--- src/hdl/tam_pkg.sv ---
// Shared types and constants for the tiny accumulator machine.
`timescale 1ns / 1ps

package tam_pkg;

    // Opcode encodings.
    localparam logic [7:0] OP_LOAD  = 8'd1;
    localparam logic [7:0] OP_ADD   = 8'd2;
    localparam logic [7:0] OP_STORE = 8'd3;
    localparam logic [7:0] OP_SUB   = 8'd4;
    localparam logic [7:0] OP_IN    = 8'd5;
    localparam logic [7:0] OP_OUT   = 8'd6;
    localparam logic [7:0] OP_END   = 8'd7;
    localparam logic [7:0] OP_JMP   = 8'd8;
    localparam logic [7:0] OP_SKIPZ = 8'd9;

    // Fixed field geometry.
    localparam int WORD_W     = 8;
    localparam int ACC_W      = 32;
    localparam int SLOT_W     = 7;
    localparam int LOAD_SLOTS = 128;
    localparam int ARG_VALUES = 256;
    localparam int PC_OUT_W   = 8;

    typedef enum logic [1:0] {
        ST_OK     = 2'd0,
        ST_HALT   = 2'd1,
        ST_FAULT  = 2'd2,
        ST_LOADED = 2'd3
    } t_status;

    typedef enum logic [2:0] {
        S_IDLE,
        S_LOAD,
        S_FETCH,
        S_EXEC,
        S_HALT
    } t_state;

endpackage

--- src/hdl/tam_req_if.sv ---
// Request channel of the tiny accumulator machine: load or step beats.
`timescale 1ns / 1ps

interface tam_req_if;
    logic               valid;
    logic               ready;
    logic               req_type;
    logic [6:0]         load_index;
    logic [7:0]         opcode_word;
    logic [7:0]         operand_word;
    logic signed [31:0] in_value;

    modport source (
        output valid, req_type, load_index, opcode_word, operand_word, in_value,
        input  ready
    );
    modport sink (
        input  valid, req_type, load_index, opcode_word, operand_word, in_value,
        output ready
    );
endinterface

--- src/hdl/tam_rsp_if.sv ---
// Result channel of the tiny accumulator machine.
`timescale 1ns / 1ps

interface tam_rsp_if;
    logic               valid;
    logic               ready;
    logic [1:0]         status;
    logic [7:0]         pc;
    logic signed [31:0] acc;
    logic               out_valid;
    logic [7:0]         exec_opcode;

    modport source (
        output valid, status, pc, acc, out_valid, exec_opcode,
        input  ready
    );
    modport sink (
        input  valid, status, pc, acc, out_valid, exec_opcode,
        output ready
    );
endinterface

--- src/hdl/tiny_accumulator_machine_core.sv ---
// Top level of the tiny accumulator machine: sequencer, memories and result register.
`timescale 1ns / 1ps

// The core handles one request beat at a time and returns exactly one result beat
// for each. A step beat goes in order from acceptance to a result in the output
// register: the instruction memory is read at the program counter (opcode and operand
// on two read ports), then the data memory is read at the operand, then the
// instruction executes and writes back. A load beat puts the opcode and then the
// operand word into the single-write-port instruction memory, one after the other; a
// step while halted goes straight to a halt result. The next request is accepted in
// the cycle after a result is registered, while it may still be waiting on the sink.
// Data memory reads as zero after reset through one valid bit per word, so no clearing
// pass is needed; instruction words read before they are loaded return undefined data.
module tiny_accumulator_machine_core
    import tam_pkg::*;
#(
    parameter int INSTR_WORDS = 256,
    parameter int DATA_WORDS  = 16
) (
    input  logic       i_clk,
    input  logic       i_rst_n,
    tam_req_if.sink    i_req,
    tam_rsp_if.source  o_rsp
);

    localparam int IW  = $clog2(INSTR_WORDS);
    localparam int PW  = IW + 1;
    localparam int DAW = (DATA_WORDS > 1) ? $clog2(DATA_WORDS) : 1;

    // Storage.
    logic [WORD_W-1:0] imem [INSTR_WORDS];
    logic [ACC_W-1:0]  dmem [DATA_WORDS];

    // Control and architectural state.
    t_state            r_state, n_state;
    logic [IW-1:0]     r_pc;
    logic [ACC_W-1:0]  r_acc;
    logic              r_halted;
    logic [DATA_WORDS-1:0] r_dvalid;

    // Per-item working registers.
    logic [IW-1:0]     r_ld_word;
    logic [WORD_W-1:0] r_ld_oper;
    logic [ACC_W-1:0]  r_in_value;
    logic [WORD_W-1:0] r_opc;
    logic [WORD_W-1:0] r_arg;
    logic [ACC_W-1:0]  r_dword;
    logic              r_dword_ok;

    // Output register.
    logic              r_ovalid;
    t_status           r_o_status;
    logic [PC_OUT_W-1:0] r_o_pc;
    logic [ACC_W-1:0]  r_o_acc;
    logic              r_o_outv;
    logic [WORD_W-1:0] r_o_opc;

    // Constant address tables: word address of a load slot and jump target per operand.
    logic [IW-1:0] slot_word [LOAD_SLOTS];
    logic [IW-1:0] arg_word  [ARG_VALUES];

    for (genvar g = 0; g < LOAD_SLOTS; g++) begin : g_slot
        assign slot_word[g] = IW'((2 * g) % INSTR_WORDS);
    end
    for (genvar g = 0; g < ARG_VALUES; g++) begin : g_arg
        assign arg_word[g] = IW'(g % INSTR_WORDS);
    end

    // Control strobes.
    logic              accept;
    logic              slot_free;
    logic              commit;
    logic              imem_we;
    logic [IW-1:0]     imem_waddr;
    logic [WORD_W-1:0] imem_wdata;
    logic              imem_re;
    logic              dmem_re;
    logic              dmem_we;

    // Address arithmetic.
    logic [IW-1:0] pc_inc1;
    logic [IW-1:0] ld_inc1;
    logic [PW-1:0] pc_sum2;
    logic [IW-1:0] pc_step;
    logic [PW-1:0] skip_sum2;
    logic [IW-1:0] pc_skip;

    // Execute results.
    logic [ACC_W-1:0]  data_val;
    logic              needs_data;
    logic              fault;
    logic [ACC_W-1:0]  x_acc;
    logic [IW-1:0]     x_pc;
    logic              x_halt;
    t_status           x_status;
    logic              x_outv;

    // Result beat contents.
    t_status             res_status;
    logic [PC_OUT_W-1:0] res_pc;
    logic [ACC_W-1:0]    res_acc;
    logic                res_outv;
    logic [WORD_W-1:0]   res_opc;

    assign slot_free = !r_ovalid || o_rsp.ready;

    // Next-state logic.
    always_comb begin
        n_state = r_state;
        case (r_state)
            S_IDLE: begin
                if (i_req.valid) begin
                    if (!i_req.req_type) begin
                        n_state = S_LOAD;
                    end else if (r_halted) begin
                        n_state = S_HALT;
                    end else begin
                        n_state = S_FETCH;
                    end
                end
            end
            S_FETCH: n_state = S_EXEC;
            S_LOAD, S_EXEC, S_HALT: begin
                if (slot_free) begin
                    n_state = S_IDLE;
                end
            end
            default: n_state = S_IDLE;
        endcase
    end

    // State machine outputs.
    always_comb begin
        i_req.ready = 1'b0;
        accept      = 1'b0;
        commit      = 1'b0;
        imem_we     = 1'b0;
        imem_waddr  = ld_inc1;
        imem_wdata  = r_ld_oper;
        imem_re     = 1'b0;
        dmem_re     = 1'b0;
        case (r_state)
            S_IDLE: begin
                i_req.ready = 1'b1;
                accept      = i_req.valid;
                if (i_req.valid && !i_req.req_type) begin
                    // Opcode word goes in now, the operand word in the next cycle.
                    imem_we    = 1'b1;
                    imem_waddr = slot_word[i_req.load_index];
                    imem_wdata = i_req.opcode_word;
                end
                imem_re = i_req.valid && i_req.req_type && !r_halted;
            end
            S_LOAD: begin
                imem_we = 1'b1;
                commit  = slot_free;
            end
            S_FETCH: dmem_re = 1'b1;
            S_EXEC:  commit  = slot_free;
            S_HALT:  commit  = slot_free;
            default: commit  = 1'b0;
        endcase
    end

    assign dmem_we = (r_state == S_EXEC) && commit && (r_opc == OP_STORE) && !fault;

    // Program counter wrap logic; INSTR_WORDS need not be a power of two.
    assign pc_inc1   = (r_pc == IW'(INSTR_WORDS - 1)) ? '0 : r_pc + 1'b1;
    assign ld_inc1   = (r_ld_word == IW'(INSTR_WORDS - 1)) ? '0 : r_ld_word + 1'b1;
    assign pc_sum2   = {1'b0, r_pc} + PW'(2);
    assign pc_step   = (pc_sum2 >= PW'(INSTR_WORDS)) ? IW'(pc_sum2 - PW'(INSTR_WORDS))
                                                     : IW'(pc_sum2);
    assign skip_sum2 = {1'b0, pc_step} + PW'(2);
    assign pc_skip   = (skip_sum2 >= PW'(INSTR_WORDS)) ? IW'(skip_sum2 - PW'(INSTR_WORDS))
                                                       : IW'(skip_sum2);

    // Execute stage.
    always_comb begin
        data_val   = r_dword_ok ? r_dword : '0;
        needs_data = (r_opc == OP_LOAD) || (r_opc == OP_ADD) ||
                     (r_opc == OP_STORE) || (r_opc == OP_SUB);
        fault      = needs_data && ({1'b0, r_arg} >= 9'(DATA_WORDS));
        x_acc      = r_acc;
        x_pc       = pc_step;
        x_halt     = r_halted;
        x_status   = ST_OK;
        x_outv     = 1'b0;
        if (fault) begin
            x_status = ST_FAULT;
        end else begin
            case (r_opc)
                OP_LOAD:  x_acc = data_val;
                OP_ADD:   x_acc = r_acc + data_val;
                OP_SUB:   x_acc = r_acc - data_val;
                OP_IN:    x_acc = r_in_value;
                OP_OUT:   x_outv = 1'b1;
                OP_END: begin
                    x_halt   = 1'b1;
                    x_status = ST_HALT;
                end
                OP_JMP:   x_pc = arg_word[r_arg];
                OP_SKIPZ: begin
                    if (r_acc == '0) begin
                        x_pc = pc_skip;
                    end
                end
                default:  x_acc = r_acc;
            endcase
        end
    end

    // Result selection.
    always_comb begin
        res_status = ST_LOADED;
        res_pc     = PC_OUT_W'(r_pc);
        res_acc    = r_acc;
        res_outv   = 1'b0;
        res_opc    = '0;
        case (r_state)
            S_EXEC: begin
                res_status = x_status;
                res_pc     = PC_OUT_W'(x_pc);
                res_acc    = x_acc;
                res_outv   = x_outv;
                res_opc    = r_opc;
            end
            S_HALT:  res_status = ST_HALT;
            default: res_status = ST_LOADED;
        endcase
    end

    // Control registers.
    always_ff @(posedge i_clk) begin
        if (!i_rst_n) begin
            r_state  <= S_IDLE;
            r_pc     <= '0;
            r_acc    <= '0;
            r_halted <= 1'b0;
            r_dvalid <= '0;
            r_ovalid <= 1'b0;
        end else begin
            r_state <= n_state;
            if (commit && (r_state == S_EXEC)) begin
                r_pc     <= x_pc;
                r_acc    <= x_acc;
                r_halted <= x_halt;
            end
            if (dmem_we) begin
                r_dvalid[r_arg[DAW-1:0]] <= 1'b1;
            end
            if (commit) begin
                r_ovalid <= 1'b1;
            end else if (o_rsp.ready) begin
                r_ovalid <= 1'b0;
            end
        end
    end

    // Item capture and result payload.
    always_ff @(posedge i_clk) begin
        if (accept) begin
            r_ld_word  <= slot_word[i_req.load_index];
            r_ld_oper  <= i_req.operand_word;
            r_in_value <= i_req.in_value;
        end
        if (commit) begin
            r_o_status <= res_status;
            r_o_pc     <= res_pc;
            r_o_acc    <= res_acc;
            r_o_outv   <= res_outv;
            r_o_opc    <= res_opc;
        end
    end

    // Instruction memory: one write port, two registered read ports.
    always_ff @(posedge i_clk) begin
        if (imem_we) begin
            imem[imem_waddr] <= imem_wdata;
        end
        if (imem_re) begin
            r_opc <= imem[r_pc];
            r_arg <= imem[pc_inc1];
        end
    end

    // Data memory: one write port, one registered read port.
    always_ff @(posedge i_clk) begin
        if (dmem_we) begin
            dmem[r_arg[DAW-1:0]] <= r_acc;
        end
        if (dmem_re) begin
            r_dword    <= dmem[r_arg[DAW-1:0]];
            r_dword_ok <= r_dvalid[r_arg[DAW-1:0]];
        end
    end

    assign o_rsp.valid       = r_ovalid;
    assign o_rsp.status      = r_o_status;
    assign o_rsp.pc          = r_o_pc;
    assign o_rsp.acc         = r_o_acc;
    assign o_rsp.out_valid   = r_o_outv;
    assign o_rsp.exec_opcode = r_o_opc;

    // A new result only ever appears out of a state that produces one.
    a_result_source: assert property (@(posedge i_clk) disable iff (!i_rst_n)
        $rose(r_ovalid) |-> ($past(r_state) == S_LOAD || $past(r_state) == S_EXEC ||
                             $past(r_state) == S_HALT))
        else $error("result beat raised outside a result state");

    // The program counter stays within instruction memory.
    a_pc_range: assert property (@(posedge i_clk) disable iff (!i_rst_n)
        {1'b0, r_pc} < PW'(INSTR_WORDS))
        else $error("program counter beyond instruction memory");

    // While halted the program counter does not move.
    a_halt_freeze: assert property (@(posedge i_clk) disable iff (!i_rst_n)
        ($past(r_halted) && r_halted) |-> (r_pc == $past(r_pc)))
        else $error("program counter moved while halted");

    // A fault is only reported for an opcode that addresses data memory.
    a_fault_opcode: assert property (@(posedge i_clk) disable iff (!i_rst_n)
        (r_ovalid && r_o_status == ST_FAULT) |->
            (r_o_opc == OP_LOAD || r_o_opc == OP_ADD ||
             r_o_opc == OP_STORE || r_o_opc == OP_SUB))
        else $error("fault reported for an opcode without a data access");

endmodule
--- src/flat_wrapper.sv ---
// flat-port wrapper written by rule: the top's interface ports become plain ports
module tiny_accumulator_machine_core_flat import tam_pkg::*;
#(
    parameter int INSTR_WORDS = 256,
    parameter int DATA_WORDS  = 16
)
  (i_clk, i_rst_n, i_req_valid, i_req_req_type, i_req_load_index, i_req_opcode_word, i_req_operand_word, i_req_in_value, i_req_ready, o_rsp_valid, o_rsp_status, o_rsp_pc, o_rsp_acc, o_rsp_out_valid, o_rsp_exec_opcode, o_rsp_ready);
  tam_req_if i_req_i ();
  tam_rsp_if o_rsp_i ();
  input  logic i_clk;
  input  logic i_rst_n;
  input wire logic [$bits(i_req_i.valid)-1:0] i_req_valid;
  input wire logic [$bits(i_req_i.req_type)-1:0] i_req_req_type;
  input wire logic [$bits(i_req_i.load_index)-1:0] i_req_load_index;
  input wire logic [$bits(i_req_i.opcode_word)-1:0] i_req_opcode_word;
  input wire logic [$bits(i_req_i.operand_word)-1:0] i_req_operand_word;
  input wire logic [$bits(i_req_i.in_value)-1:0] i_req_in_value;
  output wire logic [$bits(i_req_i.ready)-1:0] i_req_ready;
  output wire logic [$bits(o_rsp_i.valid)-1:0] o_rsp_valid;
  output wire logic [$bits(o_rsp_i.status)-1:0] o_rsp_status;
  output wire logic [$bits(o_rsp_i.pc)-1:0] o_rsp_pc;
  output wire logic [$bits(o_rsp_i.acc)-1:0] o_rsp_acc;
  output wire logic [$bits(o_rsp_i.out_valid)-1:0] o_rsp_out_valid;
  output wire logic [$bits(o_rsp_i.exec_opcode)-1:0] o_rsp_exec_opcode;
  input wire logic [$bits(o_rsp_i.ready)-1:0] o_rsp_ready;
  assign i_req_i.valid = i_req_valid;
  assign i_req_i.req_type = i_req_req_type;
  assign i_req_i.load_index = i_req_load_index;
  assign i_req_i.opcode_word = i_req_opcode_word;
  assign i_req_i.operand_word = i_req_operand_word;
  assign i_req_i.in_value = i_req_in_value;
  assign i_req_ready = i_req_i.ready;
  assign o_rsp_valid = o_rsp_i.valid;
  assign o_rsp_status = o_rsp_i.status;
  assign o_rsp_pc = o_rsp_i.pc;
  assign o_rsp_acc = o_rsp_i.acc;
  assign o_rsp_out_valid = o_rsp_i.out_valid;
  assign o_rsp_exec_opcode = o_rsp_i.exec_opcode;
  assign o_rsp_i.ready = o_rsp_ready;
  tiny_accumulator_machine_core #(.INSTR_WORDS(INSTR_WORDS), .DATA_WORDS(DATA_WORDS)) u_core (.i_clk(i_clk), .i_rst_n(i_rst_n), .i_req(i_req_i), .o_rsp(o_rsp_i));
endmodule
--- config.mk ---
export PLATFORM = sky130hd
export DESIGN_NAME = tiny_accumulator_machine_core_flat
export DESIGN_NICKNAME = d
export VERILOG_FILES = /design/src/hdl/tam_pkg.sv /design/src/hdl/tam_req_if.sv /design/src/hdl/tam_rsp_if.sv /design/src/hdl/tiny_accumulator_machine_core.sv /design/src/flat_wrapper.sv
export SDC_FILE = /design/constraint.sdc
export NUM_CORES = 2
export LEC_CHECK = 0
export ABC_AREA = 1
export ABC_CLOCK_PERIOD_IN_PS = 5500
export BUFFER_PORTS_ARGS = -buffer_cell sky130_fd_sc_hd__clkbuf_2
export CAP_MARGIN = 20
export CORE_MARGIN = 8
export CORE_UTILIZATION = 30
export DETAILED_ROUTE_END_ITERATION = 8
export PLACE_DENSITY_LB_ADDON = 0.2
export SYNTH_ARGS = -nofsm -noshare
export SYNTH_HDL_FRONTEND = slang
export SYNTH_SLANG_ARGS = --single-unit
--- constraint.sdc ---
create_clock -name i_clk -period 5.5 [get_ports i_clk]
set_input_delay 0.275 -clock i_clk [delete_from_list [all_inputs] [get_ports i_clk]]
set_output_delay 0.275 -clock i_clk [all_outputs]
set_load 0.01 [all_outputs]
==> results.toml <==
[floorplan]
ios = 113
die_width_um = 692
floorplan.initialDensity_pct = 30.1
fp.dieArea_um2 = 479000
chipHeight_um = 692
coreArea_um2 = 456000
placementRows = 248

[pwr]
max-vdd-ir-drop_uv = 283
clockPowerShare_pct = 38.9
seq_power_share_pct = 44.4
report.power.total_w = 0.0554
powerDensity_nw_per_um2 = 356
switching_share_pct = 29.8
power_frac_comb_pct = 16.7
total_switching_power_w = 0.0165
leakage_nw = 55.8
internal_pwr_total_w = 0.0389

[synthesis]
postSynthRegisterBits = 2768
synthDominantCellAreaShare_pct = 59.3
synth_cells = 14400
ys_seq_area_share_pct = 60.2
syn-num-nets = 14500
synth_area_per_cell_um2 = 9.50
synth.most_common_cell = "sky130_fd_sc_hd__edfxtp_1"
ys_async_sr_fraction_pct = 0
synth.top_cells.by_count = "sky130_fd_sc_hd__edfxtp_1, sky130_fd_sc_hd__nand3_1, sky130_fd_sc_hd__nand2_1"
synth_largest_area_cell = "sky130_fd_sc_hd__edfxtp_1"
synth.area.top_cells = "sky130_fd_sc_hd__edfxtp_1, sky130_fd_sc_hd__nand3_1, sky130_fd_sc_hd__nand2_1"
synth-edff-count = 2707
ys_types = 52
synth_flop_cell = "sky130_fd_sc_hd__edfxtp_1"
yosys_warnings = 0
post_synth_instance_area_um2 = 137000

[setup_path]
critical_path.cell_chain = "inv_1 -> nand4_2 -> nor2_1 -> nand2_2 -> inv_1 -> a31oi_1 -> xor2_1 -> ha_1 -> nand3_1 -> nand3_1 -> a21boi_0 -> o21ai_0 -> nand2_1 -> nand2_1 -> or2_2 -> nand3_1 -> nand2_1 -> nand2_1 -> o21ai_0"
critPathMaxStageDelay_ps = 550
critical_path_arrival_ps = 5210
crit_path_most_repeated_cell = "sky130_fd_sc_hd__nand2_1"
reg2regPathDepth = 19
cpMaxStageDelayCell = "sky130_fd_sc_hd__inv_1"
critPathBufInv = 2
critical_path_class = "reg -> reg"
critical_path_depth = 19
worstSetupEndpointType = "flip-flop"
worst-path-max-fanout = 18
crit_family = "simple AND/OR/NAND/NOR gates"
cp-start-kind = "flip-flop"
cp.required_ps = 6140

[layout]
area.growth.synth_to_final_pct = 13.6
count_of_nets_after_finishing = 14300
final_util_pct = 34.2
drive_gt1_share_pct = 7.48

[clock_network]
cts.htree.levels = 5
cts-root-to-sink-buffers = 4
clock_tree_from_tritoncts = "done"
worstSkewPairLatency_ps = 960
numCtsBuffers = 330
post_cts.repair.setup_buffers = 0
cts_num_sinks = 2768
clock_pin_slew_on_the_worst_setup_and_hold_paths_ps = 60
root_buffer = "sky130_fd_sc_hd__clkbuf_16"

[detailed_routing]
detail_route.drc_violations = 0
drt-pass1-iter-count = 8
detailroute.via_count = 109000
wire_per_inst_um = 25.7
first_iter_violations = 12900
avgViaCountPerCell = 5.36
routed_wirelength_mm = 525
detail-route-antenna-nets = 0

[global_route]
grt_overflow = 0
initial_antenna_violation_count = 28
grt_max_degree = 216
track_usage_pct = 20.9
first_global_vias = 102000
wire_length_of_the_first_global_routing_pass_mm = 748

[timing]
final_period_minus_worst_setup_slack_ps = 4570
hold_viol_final = 0
skew_ps = 105
grt_setup_unrepaired = "false"
relSlewSlack_pct = 25.7
fmax_mhz = 219
tns_ps = 0
final_number_of_setup_violating_endpoints = 0
final-max-slew-violation-count = 0
finalCritPeriodShare_pct = 83.1
worst_slew_pin_slew_ps = 1110
whs_ps = 81.1

[status]
result_of_the_run = "finished, final reports clean"

[hold_path]
worstHoldPathCells = 2
holdCritPathClass = "in -> reg"

[placed_design]
numPortBuffers = 112
detailedPlacementHpwl_mm = 314
gp_routability_congestion = 0.863

[flow_run]
max_cap_violations = 0
-- cell families (layout without fill, tap and decap cells) --
kind of cell	count (synthesis)	count (layout)	synth area share, %
simple gates	6080	6080	19.5
compound gates	2940	2940	12.2
flops	2768	2768	60.2
buf+inv	2559	2557	7.47
xor+xnor	43	43	0.275
fa+ha+maj	36	36	0.334
mux	1	1	0.00731
other cells	0	7	0
-- power by group through the flow --
| stage | clock (W) | combinational, W | sequential [W] |
|---|---|---|---|
| final | 0.0215 | 0.00924 | 0.0246 |
| after global routing | 0.0227 | 0.00981 | 0.0246 |
| after CTS | 0.0219 | 0.00921 | 0.0246 |
| after detailed placement | 0 | 0.00914 | 0.0250 |
| after global placement | 0 | 0.00914 | 0.0251 |
| after floorplan | 0 | 0.00476 | 0.0252 |
-- layer usage --
layer | share of wire (%) | vias to the layer above | global-route usage (%)
li1 | - | 50100 | -
met1 | 44 | 54100 | 29.6
met2 | 45 | 4487 | 32.9
met3 | 7.5 | 819 | 3.22
met4 | 3.4 | 6 | 6.51
met5 | 0.0080 | - | 0
-- flip-flops by register name (all words and copies together), names as in the netlist, 7 cells and up --
name,cells
u_core.imem,2048
u_core.dmem,512
u_core.o_rsp.acc,32
u_core.r_acc,32
u_core.r_dword,32
u_core.r_in_value,32
u_core.r_dvalid,16
u_core.o_rsp.exec_opcode,8
u_core.o_rsp.pc,8
u_core.r_arg,8
u_core.r_ld_oper,8
u_core.r_opc,8
u_core.r_pc,8
u_core.r_ld_word,7
-- final cells by class --
class                           instances  area (um^2)
Sequential cell                      2768        82500
Antenna cell                            7         17.5
Clock inverter                        176         1630
Timing Repair Buffer                  509         4970
Clock buffer                          409         8700
Fill cell                           46000       300000
Inverter                             1463         5540
Tap cell                             6000         7510
Multi-Input combinational cell       9100        44700
-- repair_timing --
| action | CTS | global route |
|---|---|---|
| endpoints found under the hold margin | 104 | 0 |
| hold buffers | 82 | 0 |
| gates resized for setup | 0 | 0 |
| setup endpoints to repair | 0 | 0 |
-- worst register-to-register path: cells and delay by family (launching register included) --
kind | cells | cell delay [ps]
DFF | 1 | 370
and+or+nand+nor | 11 | 1680
AOI/OAI and AO/OA | 4 | 1030
adders and majority gates | 1 | 340
xor gates and xnor gates | 1 | 180
buffers and inverters | 2 | 670
-- layout by cell type, fill, tap and decap left out, types with 15 or more instances in the layout --
| cell | count |
|---|---|
| sky130_fd_sc_hd__edfxtp_1 | 2707 |
| sky130_fd_sc_hd__nand3_1 | 2681 |
| sky130_fd_sc_hd__nand2_1 | 2469 |
| sky130_fd_sc_hd__o21ai_0 | 1437 |
| sky130_fd_sc_hd__inv_1 | 1434 |
| sky130_fd_sc_hd__a21oi_1 | 775 |
| sky130_fd_sc_hd__nor2_1 | 721 |
| sky130_fd_sc_hd__clkbuf_16 | 336 |
| sky130_fd_sc_hd__a22oi_1 | 257 |
| sky130_fd_sc_hd__buf_4 | 216 |
| sky130_fd_sc_hd__o211ai_1 | 203 |
| sky130_fd_sc_hd__clkbuf_2 | 112 |
| sky130_fd_sc_hd__buf_12 | 97 |
| sky130_fd_sc_hd__dlygate4sd3_1 | 82 |
| sky130_fd_sc_hd__clkbuf_1 | 71 |
| sky130_fd_sc_hd__clkinv_1 | 66 |
| sky130_fd_sc_hd__a211oi_1 | 65 |
| sky130_fd_sc_hd__o2111ai_1 | 63 |
| sky130_fd_sc_hd__clkinv_2 | 56 |
| sky130_fd_sc_hd__dfxtp_1 | 56 |
| sky130_fd_sc_hd__o221a_2 | 46 |
| sky130_fd_sc_hd__o22ai_1 | 35 |
| sky130_fd_sc_hd__ha_1 | 34 |
| sky130_fd_sc_hd__nor2_4 | 33 |
| sky130_fd_sc_hd__or4_1 | 32 |
| sky130_fd_sc_hd__xor2_1 | 26 |
| sky130_fd_sc_hd__nand4_1 | 26 |
| sky130_fd_sc_hd__bufinv_16 | 26 |
| sky130_fd_sc_hd__o21ai_1 | 25 |
| sky130_fd_sc_hd__nand2_2 | 23 |
| sky130_fd_sc_hd__or2_2 | 22 |
| sky130_fd_sc_hd__inv_2 | 18 |
| sky130_fd_sc_hd__inv_6 | 17 |
| sky130_fd_sc_hd__nor3_1 | 16 |
| sky130_fd_sc_hd__nand2_4 | 16 |
| sky130_fd_sc_hd__nand3b_1 | 15 |
-- through the flow --
stage / instances / setup WS (ps) / area, um^2
after floorplan: 14400 / 260 / 137000
after global placement: 19800 / 915 / 144000
after detailed placement: 19800 / 899 / 144000
after CTS: 20400 / 867 / 156000
after global routing: 20400 / 496 / 156000
final: 20400 / 931 / 156000
-- path summary, 6_finish.rpt --
path | slack [ps] | start | end
max | 930 | u_core.r_opc[7] | u_core.o_rsp.acc[22]
min | 80 | i_req_in_value[18] | u_core.r_in_value[18]
max reg2reg | 930 | u_core.r_opc[7] | u_core.o_rsp.acc[22]
min reg2reg | 460 | u_core.r_dvalid[12] | u_core.r_dvalid[12]
No activity file was read; power rests on OpenSTA's default activity.
